--- src/design/sedshp_pkg.sv ---
// ============================================================================
// sedshp_pkg
// Shared widths, axis codes and register indexes of the stick shaper.
// ============================================================================
`timescale 1ns / 1ps
package sedshp_pkg;

  // Field widths
  localparam int AXIS_W     = 2;
  localparam int VAL_W      = 16;
  localparam int DZ_W       = 14;
  localparam int CFG_IDX_W  = 3;
  localparam int CFG_DATA_W = 16;
  localparam int NUM_SHAPED = 3;

  // Axis codes
  localparam logic [AXIS_W-1:0] AXIS_ROLL     = 2'd0;
  localparam logic [AXIS_W-1:0] AXIS_PITCH    = 2'd1;
  localparam logic [AXIS_W-1:0] AXIS_YAW      = 2'd2;
  localparam logic [AXIS_W-1:0] AXIS_THROTTLE = 2'd3;

  // Configuration register indexes
  typedef enum logic [CFG_IDX_W-1:0] {
    REG_RATE_MODE,
    REG_FIRST_ROLL_EXPO,
    REG_FIRST_PITCH_EXPO,
    REG_FIRST_YAW_EXPO,
    REG_SECOND_ROLL_EXPO,
    REG_SECOND_PITCH_EXPO,
    REG_SECOND_YAW_EXPO,
    REG_DEAD_ZONE
  } cfg_reg_e;

endpackage

--- src/design/stick_expo_deadband_shaper.sv ---
// ============================================================================
// stick_expo_deadband_shaper
// Per-axis expo curve, clamp and deadband rescale for radio stick samples.
// ============================================================================
// Throughput: one word per cycle while the output is not stalled; the deadband
//   divide resolves one quotient bit per pipeline stage, FRAC_BITS + 1 stages in all.
// Back-pressure stalls only the stages that hold data; bubbles close up.
// Reset clears the valid bits and the configuration registers.
`timescale 1ns / 1ps
module stick_expo_deadband_shaper import sedshp_pkg::*; #(
  parameter int FRAC_BITS = 14
) (
  input  logic                   clk_i,
  input  logic                   rst_ni,
  input  logic                   in_valid_i,
  output logic                   in_ready_o,
  input  logic [AXIS_W-1:0]      axis_sel_i,
  input  logic signed [VAL_W-1:0] stick_value_i,
  output logic                   out_valid_o,
  input  logic                   out_ready_i,
  output logic [AXIS_W-1:0]      axis_out_o,
  output logic signed [VAL_W-1:0] shaped_value_o,
  input  logic                   cfg_we_i,
  input  logic [CFG_IDX_W-1:0]   cfg_idx_i,
  input  logic [CFG_DATA_W-1:0]  cfg_data_i
);

  // Widths
  localparam int MW  = FRAC_BITS + 1;                 // magnitude up to one
  localparam int PW  = 2 * MW;                        // product width
  localparam int QW  = MW;                            // quotient bits
  localparam int XW  = VAL_W + 1;                     // abs of raw input
  localparam int AW  = (MW > XW) ? MW : XW;           // clamp compare
  localparam int EW  = (FRAC_BITS + 2 > VAL_W + 8) ? FRAC_BITS + 2 : VAL_W + 8;
  localparam int DW  = (MW > DZ_W) ? MW : DZ_W;       // deadband compare
  localparam int OW  = (MW + 1 > VAL_W + 1) ? MW + 1 : VAL_W + 1;

  // Stage map
  localparam int ST1     = 0;
  localparam int ST2     = 1;
  localparam int ST3     = 2;
  localparam int ST4     = 3;
  localparam int ST5     = 4;
  localparam int ST_DIV0 = 5;
  localparam int NS      = ST_DIV0 + QW + 1;
  localparam int ST_OUT  = NS - 1;

  // Constants
  localparam logic [AW-1:0]        ONE_A   = AW'(1) << FRAC_BITS;
  localparam logic [MW-1:0]        ONE_M   = MW'(1) << FRAC_BITS;
  localparam logic [PW-1:0]        HALF_P  = PW'(1) << (FRAC_BITS - 1);
  localparam logic signed [EW-1:0] ONE_E   = EW'(1) << FRAC_BITS;
  localparam logic signed [EW-1:0] HUNDRED = EW'(100);
  localparam logic signed [OW-1:0] VMAX    = OW'((1 << (VAL_W - 1)) - 1);
  localparam logic signed [OW-1:0] VMIN    = -OW'(1 << (VAL_W - 1));

  typedef struct packed {
    logic [AXIS_W-1:0] axis;
    logic [VAL_W-1:0]  raw;
    logic              neg;
    logic              thr;
    logic              bypass;
    logic              zero;
    logic [MW-1:0]     mag;
    logic [MW-1:0]     den;
    logic [MW-1:0]     rem;
    logic [QW-1:0]     nq;
  } div_t;

  // Configuration registers
  logic              rate_mode_q;
  logic [VAL_W-1:0]  first_expo_q  [NUM_SHAPED];
  logic [VAL_W-1:0]  second_expo_q [NUM_SHAPED];
  logic [DZ_W-1:0]   dead_zone_q;

  // Handshake chain
  logic [NS-1:0] v_q, v_d, v_in, en;

  // Stage 1
  logic signed [XW-1:0] xs;
  logic [XW-1:0]        ax;
  logic [AW-1:0]        ax_a, m1;
  logic [VAL_W-1:0]     e_raw;
  logic signed [EW-1:0] e_ext, e100, eu;
  logic [AXIS_W-1:0]    s1_axis_q;
  logic [VAL_W-1:0]     s1_raw_q;
  logic                 s1_neg_q, s1_thr_q, s1_exp_q;
  logic [MW-1:0]        s1_m_q, s1_e_q;

  // Stage 2
  logic [PW-1:0]        p2;
  logic [AXIS_W-1:0]    s2_axis_q;
  logic [VAL_W-1:0]     s2_raw_q;
  logic                 s2_neg_q, s2_thr_q, s2_exp_q;
  logic [MW-1:0]        s2_m_q, s2_e_q, s2_m2_q;

  // Stage 3
  logic [PW-1:0]        p3;
  logic [MW-1:0]        m3;
  logic [AXIS_W-1:0]    s3_axis_q;
  logic [VAL_W-1:0]     s3_raw_q;
  logic                 s3_neg_q, s3_thr_q, s3_exp_q;
  logic [MW-1:0]        s3_m_q, s3_e_q, s3_d_q;

  // Stage 4
  logic [PW-1:0]        y4;
  logic [AXIS_W-1:0]    s4_axis_q;
  logic [VAL_W-1:0]     s4_raw_q;
  logic                 s4_neg_q, s4_thr_q;
  logic [MW-1:0]        s4_mag_q;

  // Stage 5 and divider
  logic [DW-1:0]        db_d, mag_d;
  logic [MW-1:0]        den5, diff5;
  logic [PW-1:0]        num5;
  div_t                 s5_d, s5_q;
  div_t                 dv_d [QW];
  div_t                 dv_q [QW];

  // Output stage
  div_t                 fin;
  logic [MW-1:0]        umag;
  logic signed [OW-1:0] sv, sat;
  logic [AXIS_W-1:0]    out_axis_q;
  logic signed [VAL_W-1:0] out_val_q;

  // --------------------------------------------------------------------------
  // Configuration writes
  always_ff @(posedge clk_i or negedge rst_ni) begin
    if (!rst_ni) begin
      rate_mode_q <= 1'b0;
      dead_zone_q <= '0;
      for (int i = 0; i < NUM_SHAPED; i++) begin
        first_expo_q[i]  <= '0;
        second_expo_q[i] <= '0;
      end
    end else if (cfg_we_i) begin
      case (cfg_reg_e'(cfg_idx_i))
        REG_RATE_MODE:         rate_mode_q <= cfg_data_i[0];
        REG_FIRST_ROLL_EXPO:   first_expo_q[AXIS_ROLL] <= cfg_data_i;
        REG_FIRST_PITCH_EXPO:  first_expo_q[AXIS_PITCH] <= cfg_data_i;
        REG_FIRST_YAW_EXPO:    first_expo_q[AXIS_YAW] <= cfg_data_i;
        REG_SECOND_ROLL_EXPO:  second_expo_q[AXIS_ROLL] <= cfg_data_i;
        REG_SECOND_PITCH_EXPO: second_expo_q[AXIS_PITCH] <= cfg_data_i;
        REG_SECOND_YAW_EXPO:   second_expo_q[AXIS_YAW] <= cfg_data_i;
        REG_DEAD_ZONE:         dead_zone_q <= cfg_data_i[DZ_W-1:0];
        default: ;
      endcase
    end
  end

  // --------------------------------------------------------------------------
  // Valid bits and per-stage enables; a stage loads when empty or draining
  assign v_in = {v_q[NS-2:0], in_valid_i};

  for (genvar k = 0; k < NS; k++) begin : g_en
    if (k == NS - 1) begin : g_last
      assign en[k] = !v_q[k] || out_ready_i;
    end else begin : g_mid
      assign en[k] = !v_q[k] || en[k+1];
    end
  end

  assign v_d = (en & v_in) | (~en & v_q);

  always_ff @(posedge clk_i or negedge rst_ni) begin
    if (!rst_ni) begin
      v_q <= '0;
    end else begin
      v_q <= v_d;
    end
  end

  assign in_ready_o = en[ST1];

  // --------------------------------------------------------------------------
  // Stage 1: magnitude clamped to one, expo select, threshold and clamp.
  // Any magnitude above one ends at one whether or not expo applies.
  always_comb begin
    e_raw = '0;
    case (axis_sel_i)
      AXIS_ROLL:  e_raw = rate_mode_q ? first_expo_q[AXIS_ROLL] : second_expo_q[AXIS_ROLL];
      AXIS_PITCH: e_raw = rate_mode_q ? first_expo_q[AXIS_PITCH]
                                      : second_expo_q[AXIS_PITCH];
      AXIS_YAW:   e_raw = rate_mode_q ? first_expo_q[AXIS_YAW] : second_expo_q[AXIS_YAW];
      default:    e_raw = '0;
    endcase
  end

  assign xs    = XW'(stick_value_i);
  assign ax    = xs[XW-1] ? XW'(-xs) : XW'(xs);
  assign ax_a  = AW'(ax);
  assign m1    = (ax_a > ONE_A) ? ONE_A : ax_a;
  assign e_ext = EW'($signed(e_raw));
  assign e100  = e_ext * HUNDRED;
  assign eu    = (e_ext > ONE_E) ? ONE_E : e_ext;

  always_ff @(posedge clk_i) begin
    if (en[ST1]) begin
      s1_axis_q <= axis_sel_i;
      s1_raw_q  <= stick_value_i;
      s1_neg_q  <= stick_value_i[VAL_W-1];
      s1_thr_q  <= (axis_sel_i == AXIS_THROTTLE);
      s1_exp_q  <= (e100 > ONE_E);
      s1_m_q    <= MW'(m1);
      s1_e_q    <= MW'(eu);
    end
  end

  // --------------------------------------------------------------------------
  // Stage 2: m^2, rounded
  assign p2 = PW'(s1_m_q) * PW'(s1_m_q) + HALF_P;

  always_ff @(posedge clk_i) begin
    if (en[ST2]) begin
      s2_axis_q <= s1_axis_q;
      s2_raw_q  <= s1_raw_q;
      s2_neg_q  <= s1_neg_q;
      s2_thr_q  <= s1_thr_q;
      s2_exp_q  <= s1_exp_q;
      s2_m_q    <= s1_m_q;
      s2_e_q    <= s1_e_q;
      s2_m2_q   <= p2[FRAC_BITS +: MW];
    end
  end

  // --------------------------------------------------------------------------
  // Stage 3: m^3, rounded; keep m - m^3 (never negative for m at most one)
  assign p3 = PW'(s2_m2_q) * PW'(s2_m_q) + HALF_P;
  assign m3 = p3[FRAC_BITS +: MW];

  always_ff @(posedge clk_i) begin
    if (en[ST3]) begin
      s3_axis_q <= s2_axis_q;
      s3_raw_q  <= s2_raw_q;
      s3_neg_q  <= s2_neg_q;
      s3_thr_q  <= s2_thr_q;
      s3_exp_q  <= s2_exp_q;
      s3_m_q    <= s2_m_q;
      s3_e_q    <= s2_e_q;
      s3_d_q    <= s2_m_q - m3;
    end
  end

  // --------------------------------------------------------------------------
  // Stage 4: m^3*e + m*(1-e) written as m*1 - (m - m^3)*e, rounded
  assign y4 = (PW'(s3_m_q) << FRAC_BITS) - PW'(s3_d_q) * PW'(s3_e_q) + HALF_P;

  always_ff @(posedge clk_i) begin
    if (en[ST4]) begin
      s4_axis_q <= s3_axis_q;
      s4_raw_q  <= s3_raw_q;
      s4_neg_q  <= s3_neg_q;
      s4_thr_q  <= s3_thr_q;
      s4_mag_q  <= s3_exp_q ? y4[FRAC_BITS +: MW] : s3_m_q;
    end
  end

  // --------------------------------------------------------------------------
  // Stage 5: deadband test and divider setup.
  // Numerator (|x|-db)*one + den/2; quotient never exceeds one.
  assign db_d  = DW'(dead_zone_q);
  assign mag_d = DW'(s4_mag_q);
  assign den5  = ONE_M - MW'(db_d);
  assign diff5 = s4_mag_q - MW'(db_d);
  assign num5  = (PW'(diff5) << FRAC_BITS) + PW'(den5 >> 1);

  always_comb begin
    s5_d.axis   = s4_axis_q;
    s5_d.raw    = s4_raw_q;
    s5_d.neg    = s4_neg_q;
    s5_d.thr    = s4_thr_q;
    s5_d.bypass = (dead_zone_q == '0);
    s5_d.zero   = (mag_d <= db_d);
    s5_d.mag    = s4_mag_q;
    s5_d.den    = den5;
    s5_d.rem    = MW'(num5[QW +: FRAC_BITS]);
    s5_d.nq     = num5[QW-1:0];
  end

  always_ff @(posedge clk_i) begin
    if (en[ST5]) begin
      s5_q <= s5_d;
    end
  end

  // --------------------------------------------------------------------------
  // Restoring divider: one quotient bit per stage, shifted into nq
  for (genvar k = 0; k < QW; k++) begin : g_div
    div_t          src;
    logic [MW:0]   t;
    logic          ge;

    assign src = (k == 0) ? s5_q : dv_q[(k == 0) ? 0 : k - 1];
    assign t   = {src.rem, src.nq[QW-1]};
    assign ge  = (t >= {1'b0, src.den});

    always_comb begin
      dv_d[k]     = src;
      dv_d[k].rem = ge ? MW'(t - {1'b0, src.den}) : MW'(t);
      dv_d[k].nq  = {src.nq[QW-2:0], ge};
    end

    always_ff @(posedge clk_i) begin
      if (en[ST_DIV0 + k]) begin
        dv_q[k] <= dv_d[k];
      end
    end
  end

  // --------------------------------------------------------------------------
  // Output stage: pick result, restore sign, saturate to the field
  assign fin  = dv_q[QW-1];
  assign umag = fin.bypass ? fin.mag : (fin.zero ? '0 : fin.nq);
  assign sv   = fin.neg ? -OW'(umag) : OW'(umag);
  assign sat  = (sv > VMAX) ? VMAX : ((sv < VMIN) ? VMIN : sv);

  always_ff @(posedge clk_i) begin
    if (en[ST_OUT]) begin
      out_axis_q <= fin.axis;
      out_val_q  <= fin.thr ? fin.raw : VAL_W'(sat);
    end
  end

  assign out_valid_o    = v_q[ST_OUT];
  assign axis_out_o     = out_axis_q;
  assign shaped_value_o = out_val_q;

endmodule

--- config.mk ---
export PLATFORM = sky130hd
export DESIGN_NAME = stick_expo_deadband_shaper
export DESIGN_NICKNAME = d
export VERILOG_FILES = /design/src/design/sedshp_pkg.sv /design/src/design/stick_expo_deadband_shaper.sv
export SDC_FILE = /design/constraint.sdc
export NUM_CORES = 2
export LEC_CHECK = 0
export BUFFER_PORTS_ARGS = -buffer_cell sky130_fd_sc_hd__buf_2
export CORE_MARGIN = 8
export CORE_UTILIZATION = 35
export CTS_CLUSTER_SIZE = 24
export DETAILED_ROUTE_END_ITERATION = 10
export PLACE_DENSITY = 0.56
export SYNTH_ARGS = -nofsm -noshare
export SYNTH_HDL_FRONTEND = slang
export SYNTH_SLANG_ARGS = --single-unit
--- constraint.sdc ---
create_clock -name clk_i -period 15.6 [get_ports clk_i]
set_input_delay 0 -clock clk_i [delete_from_list [all_inputs] [get_ports clk_i]]
set_output_delay 0 -clock clk_i [all_outputs]
set_load 0.05 [all_outputs]
# Word-level counts from Yosys, hierarchy flattened

Memory sizes are Yosys's and may differ from the RTL's.
Cells that the tools add are included.

Eq/ne operators: 10
Reductions and logical operators: 53
Magnitude comparators: 21
Multiply operators: 4
$add $sub $neg: 25
Muxes and demuxes: 57
Bitwise operators: 4

Operators with widths:

| operator                                                        | number |
|---|---|
| 2-to-1 mux 15 bit                                               | 18 |
| subtractor 15 bit                                               | 16 |
| >= comparator 16 x 15 -> 1 bit                                  | 14 |
| 2-to-1 mux 16 bit                                               | 6 |
| adder 29 x 14 -> 29 bit, second input constant                  | 3 |
| multiplier 15 x 15 -> 29 bit                                    | 3 |
| one-hot mux 16 bit (3 select lines)                             | 1 |
| AND 21 bit                                                      | 2 |
| 2-to-1 mux 17 bit                                               | 2 |
| 2-to-1 mux 1 bit                                                | 30 |
| adder 29 x 14 -> 29 bit                                         | 1 |
| subtractor 29 bit                                               | 1 |
| greater-than comparator 24 x 16 -> 1 bit, second input constant | 1 |
| multiplier 16 x 6 -> 22 bit, second input constant              | 1 |
| zero test 1 bit                                                 | 21 |
| logical OR 1 bit                                                | 21 |
| NOT 21 bit                                                      | 1 |
| OR 21 bit                                                       | 1 |
| greater-than comparator 17 x 15 -> 1 bit, second input constant | 1 |
| greater-than comparator 17 x 16 -> 1 bit, second input constant | 1 |
| < comparator 17 x 16 -> 1 bit, second input constant            | 1 |
| negator 15 -> 17 bit                                            | 1 |
| negator 16 -> 17 bit                                            | 1 |
| greater-than comparator 16 bit, second input constant           | 1 |
| 13 further kinds                                                | 25 |

Bits of input ports: 42
Register bits after elaboration: 449
Memories: 1
Memory bits (writable): 1,230

Memory list:

| memory | depth | bits a word | read ports | clocked after memory_dff | write ports | RTL line                          | RTL |
|---|---|---|---|---|---|---|---|
| dv_q   | 15    | 82          | 15         | 0                        | 15          | stick_expo_deadband_shaper.sv:118 | `div_t dv_q [QW];` |

# Depth between registers and ports, before layout

Depth after elaboration: 25
Gate-level depth with buffers: 34
Depth with buffers taken out: 33

# Least setup slack after synthesis

OpenSTA, ideal clock, no wires.

Path kind: flip-flop to flip-flop
Start: reg (tool-made name)
End: mem dv_q[0][410] in the netlist's numbering, enable pin
Path slack: 7.325 ns
Clock period less this slack: 8.275 ns
Setup time: 1.079 ns
Arrival time: 7.196 ns
Buffers on the path: 0
Cell stages (with the launch flop): 7
Path through: dfrtp_1 nor2b_1 nand2_1 nor2_1 nand3_1 nor2_1 nand4_1

RTL lines:

| what          | RTL line |
|---|---|
| end, declared | stick_expo_deadband_shaper.sv:118 |

# Worst setup path in the final report

Start: reg s2_m_q[3]
End: reg s3_d_q[14], data pin

Word-level cells in the longest chain between the ends: 3

RTL lines:

| what                         | RTL line                          | RTL |
|---|---|---|
| start, declared              | stick_expo_deadband_shaper.sv:95  | `logic [MW-1:0] s2_m_q, s2_e_q, s2_m2_q;` |
| start signal, assigned       | stick_expo_deadband_shaper.sv:221 | `s2_m_q <= s1_m_q;` |
| multiplier 15 x 15 -> 29 bit | stick_expo_deadband_shaper.sv:229 | `assign p3 = PW'(s2_m2_q) * PW'(s2_m_q) + HALF_P;` |
| adder 29 x 14 -> 29 bit      | stick_expo_deadband_shaper.sv:229 |  |
| subtractor 15 bit (*)        | stick_expo_deadband_shaper.sv:241 | `s3_d_q <= s2_m_q - m3;` |
| end signal, assigned         | stick_expo_deadband_shaper.sv:241 |  |
| end, declared                | stick_expo_deadband_shaper.sv:103 | `logic [MW-1:0] s3_m_q, s3_e_q, s3_d_q;` |

Mark *: on every way between the ends. The rest lies on a longest branch, timed or not.
A chain may end at the register's enable or synchronous reset.

==> run_results.csv <==
group,metric,value,unit
yosys,synth-edff-count,1378,
placement,post-dp-hpwl,120300,µm
clock_tree,cts_tree,"built",
detailed_routing,wl_met2,78410,µm
detailed_routing,num_vias,46910,
detailed_routing,post_drt_wl_per_cell,16.26,µm
sta,skew,0.06359,ns
clock_tree,cts.clk_slew.worst_paths,0.05,ns
cells_and_area,diodes,0,
clock_tree,postCtsResizedCells,0,
critical_path,critPathRequiredTime,16.10,ns
sta,timing.fmax,0.1199,GHz
detailed_routing,wl_met3,7434,µm
detailed_routing,drtAntennaViolNets,0,
global_route,antenna_found_initial,4,
clock_tree,cts_max_level,4,
critical_path,path_max_fanout,17,
yosys,postSynth.asyncResetShare,8.742,%
die,die_x,506.0,µm
global_route,grt_pass1_vias,49720,
critical_path,worst_path_largest_cell_delay,0.66,ns
clock_tree,cts_made_buffers,160,
flow_run,cap_violations,0,
yosys,ys.flop_type,"edfxtp_1",
yosys,yosysTopAreaCellShare,49.24,%
placement,place_congestion,0.8518,
yosys,synthesis.nets,7639,
yosys,synth.cells.most_frequent,"edfxtp_1 (1378), inv_1 (962), ha_1 (589)",
die,ios,62,
cells_and_area,syn_to_final_growth,11.96,%
yosys,syn_area_per_cell,12.95,µm²
sta,rsz0062_at_grt,"no",
die,die_h,506.0,µm
sta,slew_viol_final,0,
placement,io_buffers,61,
sta,worst_pin_slew,1.127,ns
yosys,ys_seq_area_share,53.17,%
sta,finalCriticalPeriod,8.338,ns
sta,maxSlewHeadroom,24.10,%
cells_and_area,finalNetCount,7815,
clock_tree,cts_buffer_depth,3,
yosys,synth.most_common_cell,"edfxtp_1",
clock_tree,cts_hold_buffers,50,
yosys,yosysWarningCount,0,
clock_tree,root_buffer,"clkbuf_16",
critical_path,crit_slowest_cell,"edfxtp_1",
sta,finalCritPeriodShare,53.45,%
yosys,syn_area,0.08404,mm²
die,fp.coreArea,0.2396,mm²
detailed_routing,m1WireLength,72020,µm
global_route,grt_pass1_wl,263700,µm
detailed_routing,wl,162400,µm
global_route,grt_util_all_layers,12.61,%
yosys,synthTopCellsByArea,"edfxtp_1 (49%), fa_1 (12%), ha_1 (8.8%)",
cells_and_area,final_cell_count_no_fill,9985,
yosys,synth_cell_types,93,
min_path,hp-class,"input port to flop",
global_route,grt_max_degree,81,
die,start_util,35.07,%
yosys,synthCells,6490,
detailed_routing,via_per_inst,4.698,
sta,finalHoldViolCount,0,
yosys,yosysTopAreaCell,"edfxtp_1",
detailed_routing,dr.pass1.iters,6,
critical_path,startpoint_type,"flop",
critical_path,crit_path_end_kind,"flop",
clock_tree,worstSkewPairLatency,0.81,ns
die,die-area,0.2561,mm²
clock_tree,post_cts_buffers,0,
detailed_routing,route.top_layer_used,"met4",
critical_path,crit_type,"flop to flop",
yosys,synth_seq_cells,1510,
die,fp-row-count,180,
detailed_routing,first_iter_violations,2385,
cells_and_area,drive_above_1_share,9.544,%
sta,setup-violations-final,0,
global_route,gr-total-overflow,0,
status,status,"complete, no violations",
sta,tns,0,ns
placement,dp_cells,9639,
clock_tree,cts_sinks,1510,
critical_path,arrival,8.84,ns
detailed_routing,post-route-drc-count,0,
-- stage by stage --
step                      instance area [µm²]  hold slack (ns)  setup slack (ns)  util (%)
after global routing                    94100          0.02322             6.710     39.27
after CTS                               94100        0.0004712             7.164     39.27
final                                   94100          0.06404             7.262     39.27
after global placement                  88200          0.03533             7.065     36.81
after floorplan                         84040          -0.2956             7.325         -
after detailed placement                88200          0.04116             7.168     36.81
-- sequential cells by signal, indices dropped and copies added (netlist names), 15 cells and up, named ones only --
name / flops
shaped_value_o: 16
mag_d: 15
s2_m_q: 15
first_expo_q: 48
s3_raw_q: 16
g_div.src: 15
s3_d_q: 15
s3_m_q: 15
s1_m_q: 15
dv_q: 1080
s2_m2_q: 15
s3_e_q: 15
dv_d: 51
second_expo_q: 48
s2_raw_q: 16
s1_raw_q: 16
s1_e_q: 15
s2_e_q: 15
s4_raw_q: 16
-- critical path, delay by kind of cell, from the launching register on --
kind                     cells  cell delay, ns
AND/OR/NAND/NOR              9            1.38
flip-flops                   1            0.66
adder cells (fa/ha/maj)      8            3.52
buffers and inverters        6            0.30
XOR/XNOR                     2            0.56
AO/OA/AOI/OAI                8            1.66
-- path summary, 6_finish.rpt --
check	startpoint	endpoint	slack, ns	depth (start not counted)
setup / recovery	s2_m_q[3]	s3_d_q[14]	7.26	33
hold / removal	stick_value_i[9]	s1_raw_q[9]	0.06	2
setup reg to reg	s2_m_q[3]	s3_d_q[14]	7.26	33
hold reg to reg	dv_q[1][239]	dv_q[1][321]	0.39	0
max in group asynchronous	rst_ni	async pin	14.29	4
min in group asynchronous	rst_ni	first_expo_q[6]	0.33	4
-- placed cells by master (no fill, tap or decap), types with 15 or more instances in the layout --
cell           count
or3_1             26
nand2_1          550
and2_1           222
clkbuf_1          34
o21a_1            24
nor2_1           258
a2bb2oi_1         15
xnor2_1          176
a21boi_0          18
mux2_2           228
nand2b_1          59
o211ai_1          31
fa_1             518
buf_2             60
a21oi_1          212
dfrtp_1          132
a211oi_1          20
nand4_1           46
buf_4             46
o21ai_0          177
nor2b_1           70
a21o_1            47
ha_1             589
dlygate4sd3_1     49
clkinv_2          26
nand3_1           52
or2_2             18
nor3_1            88
inv_1            957
nor4_1            16
edfxtp_1        1378
a31oi_1           24
clkbuf_16        162
mux2i_1           60
xor2_1            90
clkinv_1          26
-- area by class of cell --
type | count | area [µm²]
clock buffer | 207 | 4333
clock inverter | 89 | 1044
fill | 22540 | 145500
inverter | 962 | 3611
multi-input combinational | 3875 | 35270
sequential | 1510 | 44680
tap | 3185 | 3985
timing repair buffer | 157 | 1175
-- metal layers --
metal,vias up,track usage (%)
met5,-,0
met2,886,21.71
li1,22700,-
met1,23040,16.16
met4,0,3.863
met3,287,2.354
-- cell families (layout without fill, tap and decap cells) --
group	count (synthesis)	count (layout)	synth area share, %
muxes	295	295	3.895
buffers and inverters	1105	1415	5.029
DFF	1510	1510	53.17
adders and majority gates	1107	1107	21.11
AOI/OAI and AO/OA	727	727	5.519
and+or+nand+nor	1479	1479	8.484
xor gates and xnor gates	267	267	2.799
Power is left out: the tool's default activity adds up to more than one toggle a clock period on the data nets, which glitch-free logic cannot reach.
